<file path="config.mk">
export PLATFORM = sky130hd
export DESIGN_NAME = taabb_reduce
export DESIGN_NICKNAME = d
export VERILOG_FILES = /design/src/rtl/taabb_pkg.sv /design/src/rtl/taabb_reduce.sv
export SDC_FILE = /design/constraint.sdc
export NUM_CORES = 1
export LEC_CHECK = 0
export ABC_AREA = 1
export BUFFER_PORTS_ARGS = -buffer_cell sky130_fd_sc_hd__buf_2
export CORE_MARGIN = 3
export CORE_UTILIZATION = 40
export CTS_CLUSTER_DIAMETER = 120
export DETAILED_ROUTE_END_ITERATION = 8
export GPL_TIMING_DRIVEN = 0
export PLACE_DENSITY_LB_ADDON = 0.1
export SYNTH_ARGS = -nofsm -noshare
export SYNTH_HDL_FRONTEND = slang
export SYNTH_SLANG_ARGS = --single-unit
</file>
<file path="constraint.sdc">
create_clock -name clk -period 0.8 [get_ports clk]
set_input_delay 0.16 -clock clk [delete_from_list [all_inputs] [get_ports clk]]
set_output_delay 0.16 -clock clk [all_outputs]
set_load 0.005 [all_outputs]
</file>
<file path="src/rtl/taabb_pkg.sv">
package taabb_pkg;

    localparam int unsigned VAL_W  = 32;
    localparam int unsigned PROD_W = 64;
    localparam int unsigned FRAC_W = 16;
    localparam int unsigned TERM_W = PROD_W - FRAC_W;
    localparam int unsigned SUM_W  = TERM_W + 2;
    localparam int unsigned NAXES  = 3;

    localparam logic [PROD_W-1:0] ROUND_HALF = PROD_W'(1) << (FRAC_W - 1);
    localparam logic [VAL_W-1:0]  SAT_POS    = {1'b0, {(VAL_W-1){1'b1}}};
    localparam logic [VAL_W-1:0]  SAT_NEG    = {1'b1, {(VAL_W-1){1'b0}}};

    localparam logic [1:0] ROW_X    = 2'd0;
    localparam logic [1:0] ROW_Y    = 2'd1;
    localparam logic [1:0] ROW_Z    = 2'd2;
    localparam logic [1:0] ROW_NONE = 2'd3;

    localparam logic [2:0] REG_MIN_X = 3'd0;
    localparam logic [2:0] REG_MIN_Y = 3'd1;
    localparam logic [2:0] REG_MIN_Z = 3'd2;
    localparam logic [2:0] REG_MAX_X = 3'd3;
    localparam logic [2:0] REG_MAX_Y = 3'd4;
    localparam logic [2:0] REG_MAX_Z = 3'd5;

    typedef logic [NAXES-1:0][VAL_W-1:0] vec_t;

    typedef struct packed {
        logic       valid;
        logic [1:0] row;
        logic       last;
        vec_t       coef;
        logic [VAL_W-1:0] offset;
    } row_req_t;

    typedef struct packed {
        logic       valid;
        logic [1:0] row;
        logic       last;
        logic       box_ok;
        logic [VAL_W-1:0] offset;
        logic [NAXES-1:0][PROD_W-1:0] pmin;
        logic [NAXES-1:0][PROD_W-1:0] pmax;
    } prod_t;

    typedef struct packed {
        logic       valid;
        logic [1:0] row;
        logic       last;
        logic       box_ok;
        logic [VAL_W-1:0] lo;
        logic [VAL_W-1:0] hi;
    } range_t;

endpackage

</file>
<file path="src/rtl/taabb_reduce.sv">
module taabb_reduce
    import taabb_pkg::*;
(
    input  logic   clk,
    input  logic   rst_n,
    input  logic   advance,
    input  prod_t  prod,
    output range_t rng
);

    range_t rng_reg;
    range_t rng_next;

    logic signed [PROD_W-1:0] pa;
    logic signed [PROD_W-1:0] pb;
    logic signed [TERM_W-1:0] ta;
    logic signed [TERM_W-1:0] tb;
    logic signed [SUM_W-1:0]  lo_sum;
    logic signed [SUM_W-1:0]  hi_sum;

    function automatic logic [VAL_W-1:0] sat32(input logic [SUM_W-1:0] v);
        logic [SUM_W-VAL_W:0] top;
        top = v[SUM_W-1:VAL_W-1];
        if ((top == '0) || (top == '1))
        begin
            return v[VAL_W-1:0];
        end
        return v[SUM_W-1] ? SAT_NEG : SAT_POS;
    endfunction

    always_comb
    begin
        lo_sum = SUM_W'($signed(prod.offset));
        hi_sum = lo_sum;
        pa = '0;
        pb = '0;
        ta = '0;
        tb = '0;
        for (int i = 0; i < NAXES; i++)
        begin
            // round to nearest, ties up: floor((p + 2^15) / 2^16)
            pa = $signed(prod.pmin[i]) + $signed(ROUND_HALF);
            pb = $signed(prod.pmax[i]) + $signed(ROUND_HALF);
            ta = pa[PROD_W-1:FRAC_W];
            tb = pb[PROD_W-1:FRAC_W];
            if (ta < tb)
            begin
                lo_sum = lo_sum + SUM_W'(ta);
                hi_sum = hi_sum + SUM_W'(tb);
            end
            else
            begin
                lo_sum = lo_sum + SUM_W'(tb);
                hi_sum = hi_sum + SUM_W'(ta);
            end
        end
        rng_next.valid  = prod.valid;
        rng_next.row    = prod.row;
        rng_next.last   = prod.last;
        rng_next.box_ok = prod.box_ok;
        rng_next.lo     = sat32(lo_sum);
        rng_next.hi     = sat32(hi_sum);
    end

    always_ff @(posedge clk or negedge rst_n)
    begin
        if (!rst_n)
        begin
            rng_reg <= '0;
        end
        else if (advance)
        begin
            rng_reg <= rng_next;
        end
    end

    assign rng = rng_reg;

endmodule

</file>
Word level (Yosys, flattened, before mapping). Cells that the tools add are included.

Add/subtract/negate cells: 16. Reduce and logical (&&, ||, !) cells: 4. Muxes and demuxes: 14. Order comparisons: 3. Equality and inequality tests: 2.

Operator list (count): $add 50x48->50 (8); $add 64x17->64 const B (6); $mux 50 (6); $mux 32 (6); $lt 48x48->1 (3); $add 32x48->49 (2); $eq 19x19->1 const B (2); $logic_not 19->1 (2); $logic_or 1x1->1 (2); $mux 1 (2).

Input port bits: 424. Output and inout bits: 69. Flip-flop bits (word level): 69.

Longest topological paths before layout.
Depth after elaboration: 11. Gate-level depth with buffers: 64. Gate-level depth less buffers: 61.

Worst setup path after synthesis. Ideal clock, no wire load.

Kind: input -> register. Start point: input port prod[15] (netlist bit). End point: register rng_reg, in the netlist rng[33]. Setup slack: -7.070 ns. Buffers on the path: 4. Cell stages on the path: 57. Data arrival time: 7.744 ns. Data required time: 0.674 ns. Cells stage by stage: ha_1 > nand3_1 > nor2_1 > nand2_1 > nor2_4 > nand4_1 > nor2_1 > nand2_1 > nor2_1 > nand2_1 > nor3b_1 > xor2_1 > inv_1 > ha_1 > clkbuf_1 > nand2_1 > nor2_1 > nand4_1 > [21 not listed] > xnor2_1 > ha_1 > nand2_1 > nor2_1 > inv_1 > a21oi_1 > or2_2 > nor2_1 > nand3_1 > nand2_1 > nand2_1 > nor2_1 > nand2_1 > nor2_1 > nand2_1 > a21oi_1 > buf_2 > a21oi_1.

Cells in the longest elaborated chain, start to end: 11. Elaborated cells between the ends (all ways): 17.

Ends and longest elaborated chain: start: declaration (line taabb_reduce.sv:7) `input prod_t prod,`; $add 64x17->64 * (line taabb_reduce.sv:43) `pb = $signed(prod.pmax[i]) + $signed(ROUND_HALF);`; $add 32x48->49 or $lt 48x48->1 (tied branches) (line taabb_reduce.sv:53, taabb_reduce.sv:46); $mux 50 * (line taabb_reduce.sv:46) `if (ta < tb)`; $add 50x48->50 (on tied branches) (line taabb_reduce.sv:53, taabb_reduce.sv:48); $mux 50 * (line taabb_reduce.sv:46); $add 50x48->50 (on tied branches) (line taabb_reduce.sv:53, taabb_reduce.sv:48); $mux 50 * (line taabb_reduce.sv:46); $eq 19x19->1 or $logic_not 19->1 (tied branches) (line taabb_reduce.sv:24) `if ((top == '0) || (top == '1))`; $logic_or 1x1->1 (line taabb_reduce.sv:24); $mux 1 (line taabb_reduce.sv:24); $mux 32 * (line taabb_reduce.sv:28) `return v[SUM_W-1] ? SAT_NEG : SAT_POS;`; end signal: assignment (line taabb_reduce.sv:73) `rng_reg <= rng_next;`; end: declaration (line taabb_reduce.sv:11) `range_t rng_reg;`.

Every way passes the cells marked *; elsewhere a longest branch is shown, timed or not. The select of a mux whose other input is x is not followed. A chain may end at the register's enable or synchronous reset.

Worst setup path after layout.
Start point: input port prod[21] (netlist bit). End point: register rng_reg, in the netlist rng[55].

The elaborated chain is that of the path after synthesis.

==> results.py <==
metrics = {
    "synthesis": {
        "netlist.area_leader.share": 0.193,
        "ys_types": 61,
        "ys_warn_count": 0,
        "netlist_area_um2": 38100,
        "ys_top_cells_by_area": "nand2_1 19%, ha_1 14%, inv_1 10%",
        "async_flop_share": 1.00,
        "syn-num-nets": 7849,
        "syn_inst": 6984,
        "synth.avg_cell_area_um2": 5.45,
        "synth_top_flop_cell": "dfrtp_1",
        "synth_edf_count": 0,
        "synth_top_area_cell": "nand2_1",
        "ys_ff_latch": 69,
        "yosysSeqAreaShare": 0.0453,
    },
    "layout": {
        "area_growth_syn_to_layout_pct": 30.4,
        "num-nets-final": 8509,
        "drive_above_1_share": 0.231,
        "final_common_cell": "nand2_1",
        "layout_common_cells": "1,717 x nand2_1, 998 x inv_1, 616 x nand3_1, 614 x nor2_1, 412 x buf_2",
        "stdcell_area_um2": 49700,
        "largest_reg_flops": 69,
        "n_fill_cell": 10100,
    },
    "die": {
        "core_um2": 93900,
        "rows": 112,
        "die_h_um": 315,
        "start_util": 0.406,
        "die-area_um2": 98900,
        "fp.dieW_um": 315,
        "ios": 493,
    },
    "pwr": {
        "power_switching_uw": 113000,
        "vdd.ir_drop.worst_v": 0.00208,
        "seqPwrFrac": 0.034,
        "swShare": 0.618,
        "powerDensity_nw_per_um2": 3680,
        "internal_power_uw": 69900,
        "comb_power_share": 0.940,
        "leakagePower_uw": 0.0248,
        "p_clk_frac": 0.027,
    },
    "place": {
        "hpwl_mm": 162,
        "portBuffers": 401,
        "place_area_um2": 42200,
        "gp_congestion": 1.17,
    },
    "sta": {
        "holdWs_ns": -0.358,
        "postLayoutSetupSlackWorst_ns": -7.26,
        "setup_violations": 133,
        "fmaxAchievable_mhz": 124,
        "fin_crit_sh": 10.1,
        "slew_viol_final": 0,
        "hold_violations": 69,
        "tns_ns": -475.98,
        "rsz0062_at_grt": "true",
        "skew_ns": 0,
        "tightestPinTransition_ns": 1.03,
        "period_needed_ns": 8.06,
        "slew_headroom": 0.303,
    },
    "critical_path": {
        "regToRegSetupSlack_ns": 0.07,
        "timing.critical_path.mode_cell": "nand2_1",
        "cp_top_family": "simple AND/OR/NAND/NOR gates",
        "crit_arrival_ns": 8.33,
        "required_ns": 1.07,
        "slowest_delay_ns": 0.35,
        "crit_fanout": 7,
        "timing.rr.start": "rng[49]$_DFFE_PN0P_",
        "r2r_cells": 2,
        "critPathBufInv": 11,
        "crit_slowest_cell": "ha_4",
        "criticalPathCategory": "in2reg",
        "worstSetupStartpointType": "primary input",
        "r2r_end": "rng[49]$_DFFE_PN0P_",
        "endpoint_kind": "flip-flop",
    },
    "grt": {
        "antenna_found_initial": 5,
        "track_usage": 0.358,
        "grt_pass1_wl_mm": 272,
        "grt-ovfl-total": 0,
        "grt_max_degree": 55,
        "grt_pass1_vias": 45800,
    },
    "hold_path": {
        "holdCritPathClass": "in2async",
    },
    "status": {
        "violations": "hold timing, setup timing",
        "status": "finished with violations",
    },
    "clock_tree": {
        "cts.clk_slew.worst_paths_ns": 0.06,
        "htree_levels": 3,
        "cts_tree": "built",
        "cts_buffer_depth": 2,
        "clock_sinks": 69,
        "root_buffer": "clkbuf_16",
        "numCtsBuffers": 9,
        "cts_hold_buf": 5,
        "clk_latency_ns": 0.38,
    },
    "drt": {
        "ant_nets": 0,
        "drt_iter0_markers": 4149,
        "post_drt_via_cell_ratio": 5.53,
        "dr_total_vias": 49300,
        "drt_wl_total_mm": 187,
        "wire_per_inst_um": 21.0,
        "first_pass_iters": 6,
        "drc": 0,
    },
    "job": {
        "max_cap_viol_count": 0,
    },
}
==> kinds of logic (layout without fill, tap and decap cells) <==
| kind of cell | after synthesis | after routing | synth area share |
|---|---|---|---|
| DFF | 69 | 69 | 0.0453 |
| AOI/OAI and AO/OA | 998 | 998 | 0.144 |
| other | 0 | 3 | 0 |
| buffers and inverters | 1163 | 1828 | 0.122 |
| adders and majority gates | 441 | 441 | 0.146 |
| xor gates and xnor gates | 496 | 496 | 0.114 |
| and+or+nand+nor | 3817 | 3817 | 0.429 |
==> cell usage after synthesis, types with 8 or more instances <==
master,count
nand2_1,1958
inv_1,1031
nor2_1,764
nand3_1,659
a21oi_1,474
ha_1,435
xor2_1,352
o21ai_0,283
xnor2_1,144
nor3_1,130
nand4_1,122
a31oi_1,100
dfrtp_1,69
nor4_1,57
buf_2,50
clkbuf_1,37
a21o_1,28
buf_6,26
o21bai_1,26
o21a_1,24
and3_1,18
nand3_2,16
nand2_2,13
and2_1,10
inv_2,10
nand3b_1,10
nor2_2,10
o211ai_1,10
o21ai_1,10
a21boi_0,9
or2_2,9
nor3_2,8
==> routing by layer <==
metal | routed length (um) | GRT usage | vias up | part of all wire
met2 | 82200 | 0.578 | 1923 | 0.44
met4 | 12100 | 0.195 | 6 | 0.065
li1 | - | - | 24100 | -
met1 | 80400 | 0.469 | 22900 | 0.43
met3 | 12200 | 0.0358 | 335 | 0.065
met5 | 43 | 0 | - | 0.00023
==> power groups by stage <==
stage / clock network (uW) / registers [uW] / logic (uW)
3_3_place_gp: 0 / 6120 / 135000
5_1_grt: 5110 / 6360 / 185000
3_5_place_dp: 0 / 6160 / 135000
2_1_floorplan: 0 / 6240 / 93500
4_1_cts: 4950 / 6180 / 152000
6_report: 4860 / 6180 / 172000
==> worst max path at each step <==
stage,start,to,cells past startpoint
6_report,prod[21],rng[55]$_DFFE_PN0P_,56
5_1_grt,prod[21],rng[57]$_DFFE_PN0P_,61
4_1_cts,prod[271],rng[41]$_DFFE_PN0P_,58
3_5_place_dp,prod[15],rng[17]$_DFFE_PN0P_,58
3_3_place_gp,prod[15],rng[17]$_DFFE_PN0P_,58
2_1_floorplan,prod[15],rng[33]$_DFFE_PN0P_,55
==> per-stage QoR <==
step	setup slack, ns	instances	utilization	total power [uW]
2_1_floorplan	-6.32	6984	-	99700
3_3_place_gp	-9.19	8639	0.449	141000
3_5_place_dp	-9.22	8640	0.449	141000
4_1_cts	-7.03	8801	0.495	163000
5_1_grt	-7.62	8904	0.529	197000
6_report	-7.26	8906	0.529	183000
==> layout make-up <==
type,instances,area [um2],area share
buffer,120,1040,0.0209
multi-input combinational,5752,36900,0.744
antenna,3,7.51,0.000151
clock inverter,7,124,0.00249
tap,1254,1570,0.0316
clock buffer,9,225,0.00453
sequential,69,1730,0.0348
inverter,1041,3920,0.0788
timing repair buffer,651,4120,0.0829
==> repair_timing <==
action                                 4_1_cts  5_1_grt
setup buffers                              136       98
setup endpoints to repair                  138      138
pin swaps                                  213      226
endpoints found under the hold margin       74       26
gates resized for setup                    670      567
cloned                                       5        6
(Power assumes the default switching activity.)
