$ cat config.mk
export PLATFORM = sky130hd
export DESIGN_NAME = taabb_accum
export DESIGN_NICKNAME = d
export VERILOG_FILES = /design/src/rtl/taabb_pkg.sv /design/src/rtl/taabb_accum.sv
export SDC_FILE = /design/constraint.sdc
export NUM_CORES = 1
export LEC_CHECK = 0
export ABC_AREA = 1
export CORE_MARGIN = 2
export CORE_UTILIZATION = 25
export DETAILED_ROUTE_END_ITERATION = 6
export DONT_BUFFER_PORTS = 1
export GPL_ROUTABILITY_DRIVEN = 0
export GPL_TIMING_DRIVEN = 0
export PLACE_DENSITY_LB_ADDON = 0.2
export SLEW_MARGIN = 10
export SYNTH_ARGS = -nofsm -noshare
export SYNTH_HDL_FRONTEND = slang
export SYNTH_SLANG_ARGS = --single-unit
$ cat constraint.sdc
create_clock -name clk -period 7.2 [get_ports clk]
set_input_delay 1.08 -clock clk [delete_from_list [all_inputs] [get_ports clk]]
set_output_delay 1.08 -clock clk [all_outputs]
set_load 0.1 [all_outputs]
$ cat src/rtl/taabb_pkg.sv
package taabb_pkg;

    localparam int unsigned VAL_W  = 32;
    localparam int unsigned PROD_W = 64;
    localparam int unsigned FRAC_W = 16;
    localparam int unsigned TERM_W = PROD_W - FRAC_W;
    localparam int unsigned SUM_W  = TERM_W + 2;
    localparam int unsigned NAXES  = 3;

    localparam logic [PROD_W-1:0] ROUND_HALF = PROD_W'(1) << (FRAC_W - 1);
    localparam logic [VAL_W-1:0]  SAT_POS    = {1'b0, {(VAL_W-1){1'b1}}};
    localparam logic [VAL_W-1:0]  SAT_NEG    = {1'b1, {(VAL_W-1){1'b0}}};

    localparam logic [1:0] ROW_X    = 2'd0;
    localparam logic [1:0] ROW_Y    = 2'd1;
    localparam logic [1:0] ROW_Z    = 2'd2;
    localparam logic [1:0] ROW_NONE = 2'd3;

    localparam logic [2:0] REG_MIN_X = 3'd0;
    localparam logic [2:0] REG_MIN_Y = 3'd1;
    localparam logic [2:0] REG_MIN_Z = 3'd2;
    localparam logic [2:0] REG_MAX_X = 3'd3;
    localparam logic [2:0] REG_MAX_Y = 3'd4;
    localparam logic [2:0] REG_MAX_Z = 3'd5;

    typedef logic [NAXES-1:0][VAL_W-1:0] vec_t;

    typedef struct packed {
        logic       valid;
        logic [1:0] row;
        logic       last;
        vec_t       coef;
        logic [VAL_W-1:0] offset;
    } row_req_t;

    typedef struct packed {
        logic       valid;
        logic [1:0] row;
        logic       last;
        logic       box_ok;
        logic [VAL_W-1:0] offset;
        logic [NAXES-1:0][PROD_W-1:0] pmin;
        logic [NAXES-1:0][PROD_W-1:0] pmax;
    } prod_t;

    typedef struct packed {
        logic       valid;
        logic [1:0] row;
        logic       last;
        logic       box_ok;
        logic [VAL_W-1:0] lo;
        logic [VAL_W-1:0] hi;
    } range_t;

endpackage

$ cat src/rtl/taabb_accum.sv
module taabb_accum
    import taabb_pkg::*;
(
    input  logic   clk,
    input  logic   rst_n,
    input  range_t rng,
    output logic   advance,
    output logic   m_axis_tvalid,
    input  logic   m_axis_tready,
    output logic [6*VAL_W-1:0] m_axis_tdata,   // min_x, min_y, min_z, max_x, max_y, max_z
    output logic   m_axis_tuser                 // bounds_valid
);

    vec_t bmin_reg;
    vec_t bmin_next;
    vec_t bmax_reg;
    vec_t bmax_next;
    logic have_reg;
    logic have_next;

    logic out_valid_reg;
    logic out_valid_next;
    logic [6*VAL_W-1:0] out_data_reg;
    logic [6*VAL_W-1:0] out_data_next;
    logic out_flag_reg;
    logic out_flag_next;

    vec_t mmin;
    vec_t mmax;
    logic mhave;
    logic emit;
    logic fire;

    assign emit    = (rng.row == ROW_Z) && rng.last;
    assign advance = !(rng.valid && emit && out_valid_reg && !m_axis_tready);
    assign fire    = rng.valid && advance;

    always_comb
    begin
        mmin  = bmin_reg;
        mmax  = bmax_reg;
        mhave = have_reg;
        if (fire && rng.box_ok)
        begin
            if (!have_reg)
            begin
                mmin[rng.row] = rng.lo;
                mmax[rng.row] = rng.hi;
            end
            else
            begin
                if ($signed(rng.lo) < $signed(bmin_reg[rng.row]))
                begin
                    mmin[rng.row] = rng.lo;
                end
                if ($signed(rng.hi) > $signed(bmax_reg[rng.row]))
                begin
                    mmax[rng.row] = rng.hi;
                end
            end
            if (rng.row == ROW_Z)
            begin
                mhave = 1'b1;
            end
        end

        bmin_next      = mmin;
        bmax_next      = mmax;
        have_next      = mhave;
        out_valid_next = out_valid_reg && !m_axis_tready;
        out_data_next  = out_data_reg;
        out_flag_next  = out_flag_reg;

        if (fire && emit)
        begin
            out_valid_next = 1'b1;
            out_flag_next  = mhave;
            out_data_next  = mhave ? {mmax, mmin} : '0;
            bmin_next      = '0;
            bmax_next      = '0;
            have_next      = 1'b0;
        end
    end

    always_ff @(posedge clk or negedge rst_n)
    begin
        if (!rst_n)
        begin
            bmin_reg      <= '0;
            bmax_reg      <= '0;
            have_reg      <= 1'b0;
            out_valid_reg <= 1'b0;
        end
        else
        begin
            bmin_reg      <= bmin_next;
            bmax_reg      <= bmax_next;
            have_reg      <= have_next;
            out_valid_reg <= out_valid_next;
        end
    end

    always_ff @(posedge clk)
    begin
        out_data_reg <= out_data_next;
        out_flag_reg <= out_flag_next;
    end

    assign m_axis_tvalid = out_valid_reg;
    assign m_axis_tdata  = out_data_reg;
    assign m_axis_tuser  = out_flag_reg;

`ifndef ASSERT_OFF
    a_clear_after_emit: assert property (@(posedge clk) disable iff (!rst_n)
        (fire && emit) |=> (!have_reg && (bmin_reg == '0) && (bmax_reg == '0)))
        else $error("bounds not cleared after emit");

    a_empty_is_zero: assert property (@(posedge clk) disable iff (!rst_n)
        (m_axis_tvalid && !m_axis_tuser) |-> (m_axis_tdata == '0))
        else $error("empty bounds carry nonzero data");

    a_min_le_max: assert property (@(posedge clk) disable iff (!rst_n)
        (m_axis_tvalid && m_axis_tuser) |->
            (($signed(m_axis_tdata[VAL_W-1:0]) <= $signed(m_axis_tdata[4*VAL_W-1:3*VAL_W]))
            && ($signed(m_axis_tdata[2*VAL_W-1:VAL_W])
                <= $signed(m_axis_tdata[5*VAL_W-1:4*VAL_W]))
            && ($signed(m_axis_tdata[3*VAL_W-1:2*VAL_W])
                <= $signed(m_axis_tdata[6*VAL_W-1:5*VAL_W]))))
        else $error("emitted min above max");

    a_stall_only_on_emit: assert property (@(posedge clk) disable iff (!rst_n)
        !advance |-> (rng.valid && emit && out_valid_reg))
        else $error("pipeline stalled without pending emit");
`endif

endmodule

Yosys cells after proc, flatten, opt, wreduce, memory -nomap -nowiden
Index checks and enable logic that the tools add are counted.
- memory bits (read-only): 0
- word-level logic and storage cells: 46
- register bits: 387
- memories: 0
- bits in latches: 0
- memory bits (writable): 0
- input bits: 72
- $lt $le $gt $ge: 4
- add/subtract/negate cells: 0
- reduce and logical (&&, ||, !) cells: 11
- divide/modulo/power cells: 0
- multiplexer cells: 20
- multipliers: 0
- bitwise gates (word level): 0
- shift-type cells: 0
- equal/unequal tests: 1
- operator list (kind ; count):
    $mux 96 ; 8
    $bwmux 96 ; 2
    $bmux 32 s2 ; 2
    $mux 32 ; 3
    $demux 32 s2 ; 1
    $gt 32x32->1 ; 1
    $lt 32x32->1 ; 1
    $logic_and 1x1->1 ; 9
    $mux 1 ; 4
    $lt 2x3->1 const B ; 1
    $eq 2x2->1 const B ; 1
    $ge 2x1->1 const B ; 1
    $logic_not 1->1 ; 2

Longest topological paths before layout
- depth in word-level cells: 10
- mapped depth: 27

Least setup slack after synthesis
Ideal clock, no wire load.
- path type: input-to-reg
- start point: in rng[67] in the netlist's numbering
- end point: reg out_data_reg[0] (netlist: m_axis_tdata[0]), enable pin
- data arrival time: 7.340 ns
- stages: 6
- setup time: 0.633 ns
- buffers on the path: 2
- data required time: 6.567 ns
- setup slack: -0.773 ns
- cell sequence: inv_1 -> nor2_2 -> nand3_1 -> nor2_1 -> clkbuf_1 -> clkbuf_1
- longest elaborated chain between the ends: 8
- RTL lines (what ; RTL line ; text):
    start, declared ; taabb_accum.sv:6 ; input range_t rng,
    $eq 2x2->1 (*) ; taabb_accum.sv:34 ; assign emit = (rng.row == ROW_Z) && rng.last;
    $logic_and 1x1->1 (*) ; taabb_accum.sv:34 ;
    $logic_and 1x1->1 (3 in a row) ; taabb_accum.sv:35 ; assign advance = !(rng.valid && emit && out_valid_reg && !m_axis_tready);
    $logic_not 1->1 ; taabb_accum.sv:35 ;
    $logic_and 1x1->1 ; taabb_accum.sv:36 ; assign fire = rng.valid && advance;
    $logic_and 1x1->1 (*) ; taabb_accum.sv:74 ; if (fire && emit)
    end signal, assigned ; taabb_accum.sv:105 ; out_data_reg <= out_data_next;
    end, declared ; taabb_accum.sv:23 ; logic [6*VAL_W-1:0] out_data_reg;
Mark *: on every way between the ends. The rest lies on a longest branch, timed or not.
A chain may end at the register's enable or synchronous reset.

Worst setup path after layout
- start point: in rng[67] in the netlist's numbering
- end point: reg out_data_reg[92] (netlist: m_axis_tdata[92]), data pin
- longest elaborated chain between the ends: 9
- elaborated cells between the ends (all ways): 22
- RTL lines (what ; RTL line ; text):
    $eq 2x2->1 (*) ; taabb_accum.sv:34 ;
    $logic_and 1x1->1 (*) ; taabb_accum.sv:34 ;
    $logic_and 1x1->1 (*) (3 in a row) ; taabb_accum.sv:35 ;
    $logic_not 1->1 (*) ; taabb_accum.sv:35 ;
    named net advance ; taabb_accum.sv:7 ; output logic advance,
    $logic_and 1x1->1 (*) ; taabb_accum.sv:36 ;
    $logic_and 1x1->1 (*) ; taabb_accum.sv:43 ; if (fire && rng.box_ok)
    $mux 96 / $mux 1 (equally long branches) ; taabb_accum.sv:43 ;
The timed path passes the listed nets; every way through them passes the cells marked *. The select of a mux whose other input is x is not followed.

==> run_results.csv <==
group,metric,value,unit
run_status,status,"complete, no violations",
detailed_routing,wirelength,67900,um
synth,synth_seq_area_share,59.0,%
pwr,combPwrFrac,21.8,%
detailed_routing,drtPass1Iterations,7,
synth,ys_ff_latch,387,
synth,synth_top_family_by_area,"simple AND/OR/NAND/NOR gates",
clock_network,cts.sinks,387,
detailed_routing,drtIter0Drc,1005,
grt,grt_use_met1,21.8,%
timing,setup_viol,0,
placement,port_buffers,0,
pwr,power_density,355,nW/um2
pwr,total_power,7.46,mW
timing,worst_pin_slew,1250,ps
floorplan,fp.dieW,273,um
pwr,leakage,9.14,nW
cells_and_area,multi_input_area,6110,um2
pwr,switching_share,34.0,%
synth,synthTopCellsByArea,"edfxtp_1 32%, dfrtp_1 27%, nor2_1 7.2%",
cells_and_area,finish.utilization,29.4,%
floorplan,initial_core_util,25.3,%
clock_network,clk_path_buf_depth,3,
job,drv_cap,0,
detailed_routing,wl_per_cell,22.7,um
critical_path,crit_top_cell,"nor2_1",
timing,whs,192,ps
floorplan,rows,98,
floorplan,die_h,273,um
synth,synthFlopType,"dfrtp_1",
grt,antenna_found_initial,0,
grt,grt_pass1_wl,99200,um
cells_and_area,mostFrequentLayoutCells,"347 x nor2_1, 320 x nand2_1, 209 x inv_1",
grt,grt.busiest_layer,"met2",
clock_network,cts_buffers,48,
floorplan,core_area,71500,um2
grt,grt_use_total,18.1,%
critical_path,critPathArrivalTime,6300,ps
placement,dp_slack,737,ps
clock_network,cts_htree_levels,2,
synth,synth_top_area_share,32.1,%
detailed_routing,vias,14140,
critical_path,max_stage_delay,1200,ps
detailed_routing,vias_per_cell,4.73,
pwr,switchingPower,2.54,mW
clock_network,holdBufCountCts,0,
cells_and_area,syn_to_final_growth,16.5,%
pwr,seqPwrFrac,42.7,%
clock_network,cts_resized,0,
timing,period_needed,6020,ps
timing,fin_ws,1180,ps
grt,grt_pass1_vias,14585,
synth,postSynth.asyncResetShare,50.1,%
timing,slew_headroom,16.3,%
placement,dp_hpwl,49300,um
clock_network,clockRootBuffer,"clkbuf_16",
detailed_routing,ant_nets,0,
timing,max_freq,166,MHz
timing,finalClockSkew,17.7,ps
grt,grt_max_degree,195,
timing,rsz0062_at_grt,"no",
cells_and_area,fillers,7555,
synth,yosysTopAreaCell,"edfxtp_1",
detailed_routing,drc_errors,0,
cells_and_area,final_common_cell,"nor2_1",
synth,synthesis.nets,2083,
critical_path,path_cells,"inv_1 > nor2_2 > nand4_1 > nand3_1 > nor2_1 > nor2_1 > clkbuf_1 > clkbuf_1 > nor2_1",
grt,grt-ovfl-total,0,
clock_network,clk_pin_slew,60,ps
synth,synthMuxAreaShare,0,%
synth,synth.distinct_cells,33,
floorplan,ios,267,
clock_network,post-cts-setup-buffers,0,
timing,tns,0,ps
critical_path,cp_max_fo,10,
timing,finalHoldViolCount,0,
synth,syn_area,18100,um2
critical_path,critPathLaunchType,"primary input",
cells_and_area,num-nets-final,2135,
clock_network,clk_latency,600,ps
grt,gr-usage-met3,6.22,%
clock_network,cts_tree,"yes",
timing,fin_crit_sh,83.7,%
synth,synth-simple-area-share,18.4,%
synth,synth_compound_area_share,11.1,%
critical_path,cp-end-kind,"register",
synth,synth_cells,1948,
pwr,ir_drop,0.161,mV
synth,synth-xor-area-share,0,%
cells_and_area,drive_gt1_share,5.64,%
pwr,intPower,4.92,mW
grt,grtUsageMet2,30.7,%
cells_and_area,seqCellArea,10700,um2
pwr,clkPwrFrac,35.5,%
cells_and_area,largest_reg_flops,192,
critical_path,path_class,"primary input to register",
synth,yosys.area_share.adder,4.36,%
synth,synth_area_per_cell,9.27,um2
hold_path,min_path_type,"primary input to asynchronous set/reset pin",
floorplan,die-area,74400,um2
synth,synth_edf_count,193,
critical_path,cp.required,7470,ps
critical_path,crit_slowest_cell,"nand4_1",
timing,slew_viol_final,0,
synth,yosysWarnings,0,
-- through the flow --
stage | instances | instance area (um2)
after floorplan | 1948 | 18100
after global placement | 2898 | 19200
after detailed placement | 2900 | 19300
after CTS | 2990 | 21000
after global routing | 2990 | 21000
final | 2992 | 21000
-- worst max-delay path: cells and delay by family --
| kind | cells | cell delay, ps |
|---|---|---|
| buf+inv | 3 | 1820 |
| simple gates | 6 | 3360 |
-- metal layers --
| metal | wire length, um | vias to the layer above |
|---|---|---|
| li1 | - | 6628 |
| met1 | 27300 | 6963 |
| met2 | 32800 | 458 |
| met3 | 6210 | 91 |
| met4 | 1510 | 0 |
| met5 | 0 | - |
-- power by group through the flow --
stage | logic [mW] | registers [mW] | clock network (mW)
floorplan | 1.15 | 3.15 | 0
global route | 1.87 | 3.22 | 2.80
global placement | 1.61 | 3.22 | 0
CTS | 1.64 | 3.19 | 2.72
finish | 1.62 | 3.19 | 2.65
detailed placement | 1.62 | 3.23 | 0
-- Yosys cell counts, types with 2 or more instances --
| cell | count |
|---|---|
| a22o_1 | 5 |
| buf_1 | 7 |
| o21ai_0 | 127 |
| nand4_1 | 66 |
| o21a_1 | 3 |
| edfxtp_1 | 193 |
| nand3_2 | 3 |
| nand2_2 | 2 |
| buf_2 | 20 |
| ha_1 | 63 |
| inv_1 | 209 |
| o221ai_1 | 2 |
| nor3_1 | 4 |
| nand3_1 | 28 |
| nor2_1 | 347 |
| clkbuf_1 | 90 |
| dfrtp_1 | 194 |
| buf_4 | 5 |
| a21oi_1 | 170 |
| a221oi_1 | 10 |
| o211ai_1 | 2 |
| o22ai_1 | 47 |
| nand2_1 | 320 |
| nand3b_1 | 22 |
-- cells by family (layout without fill, tap and decap cells) --
| group | count (synthesis) | after routing |
|---|---|---|
| flops | 387 | 387 |
| buf+inv | 332 | 424 |
| compound gates | 370 | 370 |
| fa+ha+maj | 63 | 63 |
| simple gates | 796 | 796 |
| other cells | 0 | 2 |
-- final cells by class --
cell class                      count  share of cell area [%]
Timing Repair Buffer                2                   0.262
Clock inverter                     35                    2.13
Sequential cell                   387                    50.6
Buffer                            123                    2.49
Multi-Input combinational cell   1229                    29.1
Antenna cell                        2                  0.0238
Tap cell                          950                    5.65
Inverter                          209                    3.73
Clock buffer                       55                    6.03
-- path summary, 6_finish.rpt --
kind                                    start               end  slack (ps)  cells after the start
worst min register to register    bmin_reg[3]       bmin_reg[3]         580                      2
worst max-delay path                  rng[67]  m_axis_tdata[92]        1180                      9
worst min-delay path                    rst_n      bmax_reg[26]         190                      0
min in group clk                  bmin_reg[3]       bmin_reg[3]         580                      2
worst max register to register  m_axis_tvalid  m_axis_tdata[92]        1460                      9
max in group asynchronous               rst_n       bmin_reg[0]        6680                      0
Power figures use the tool's default switching activity.
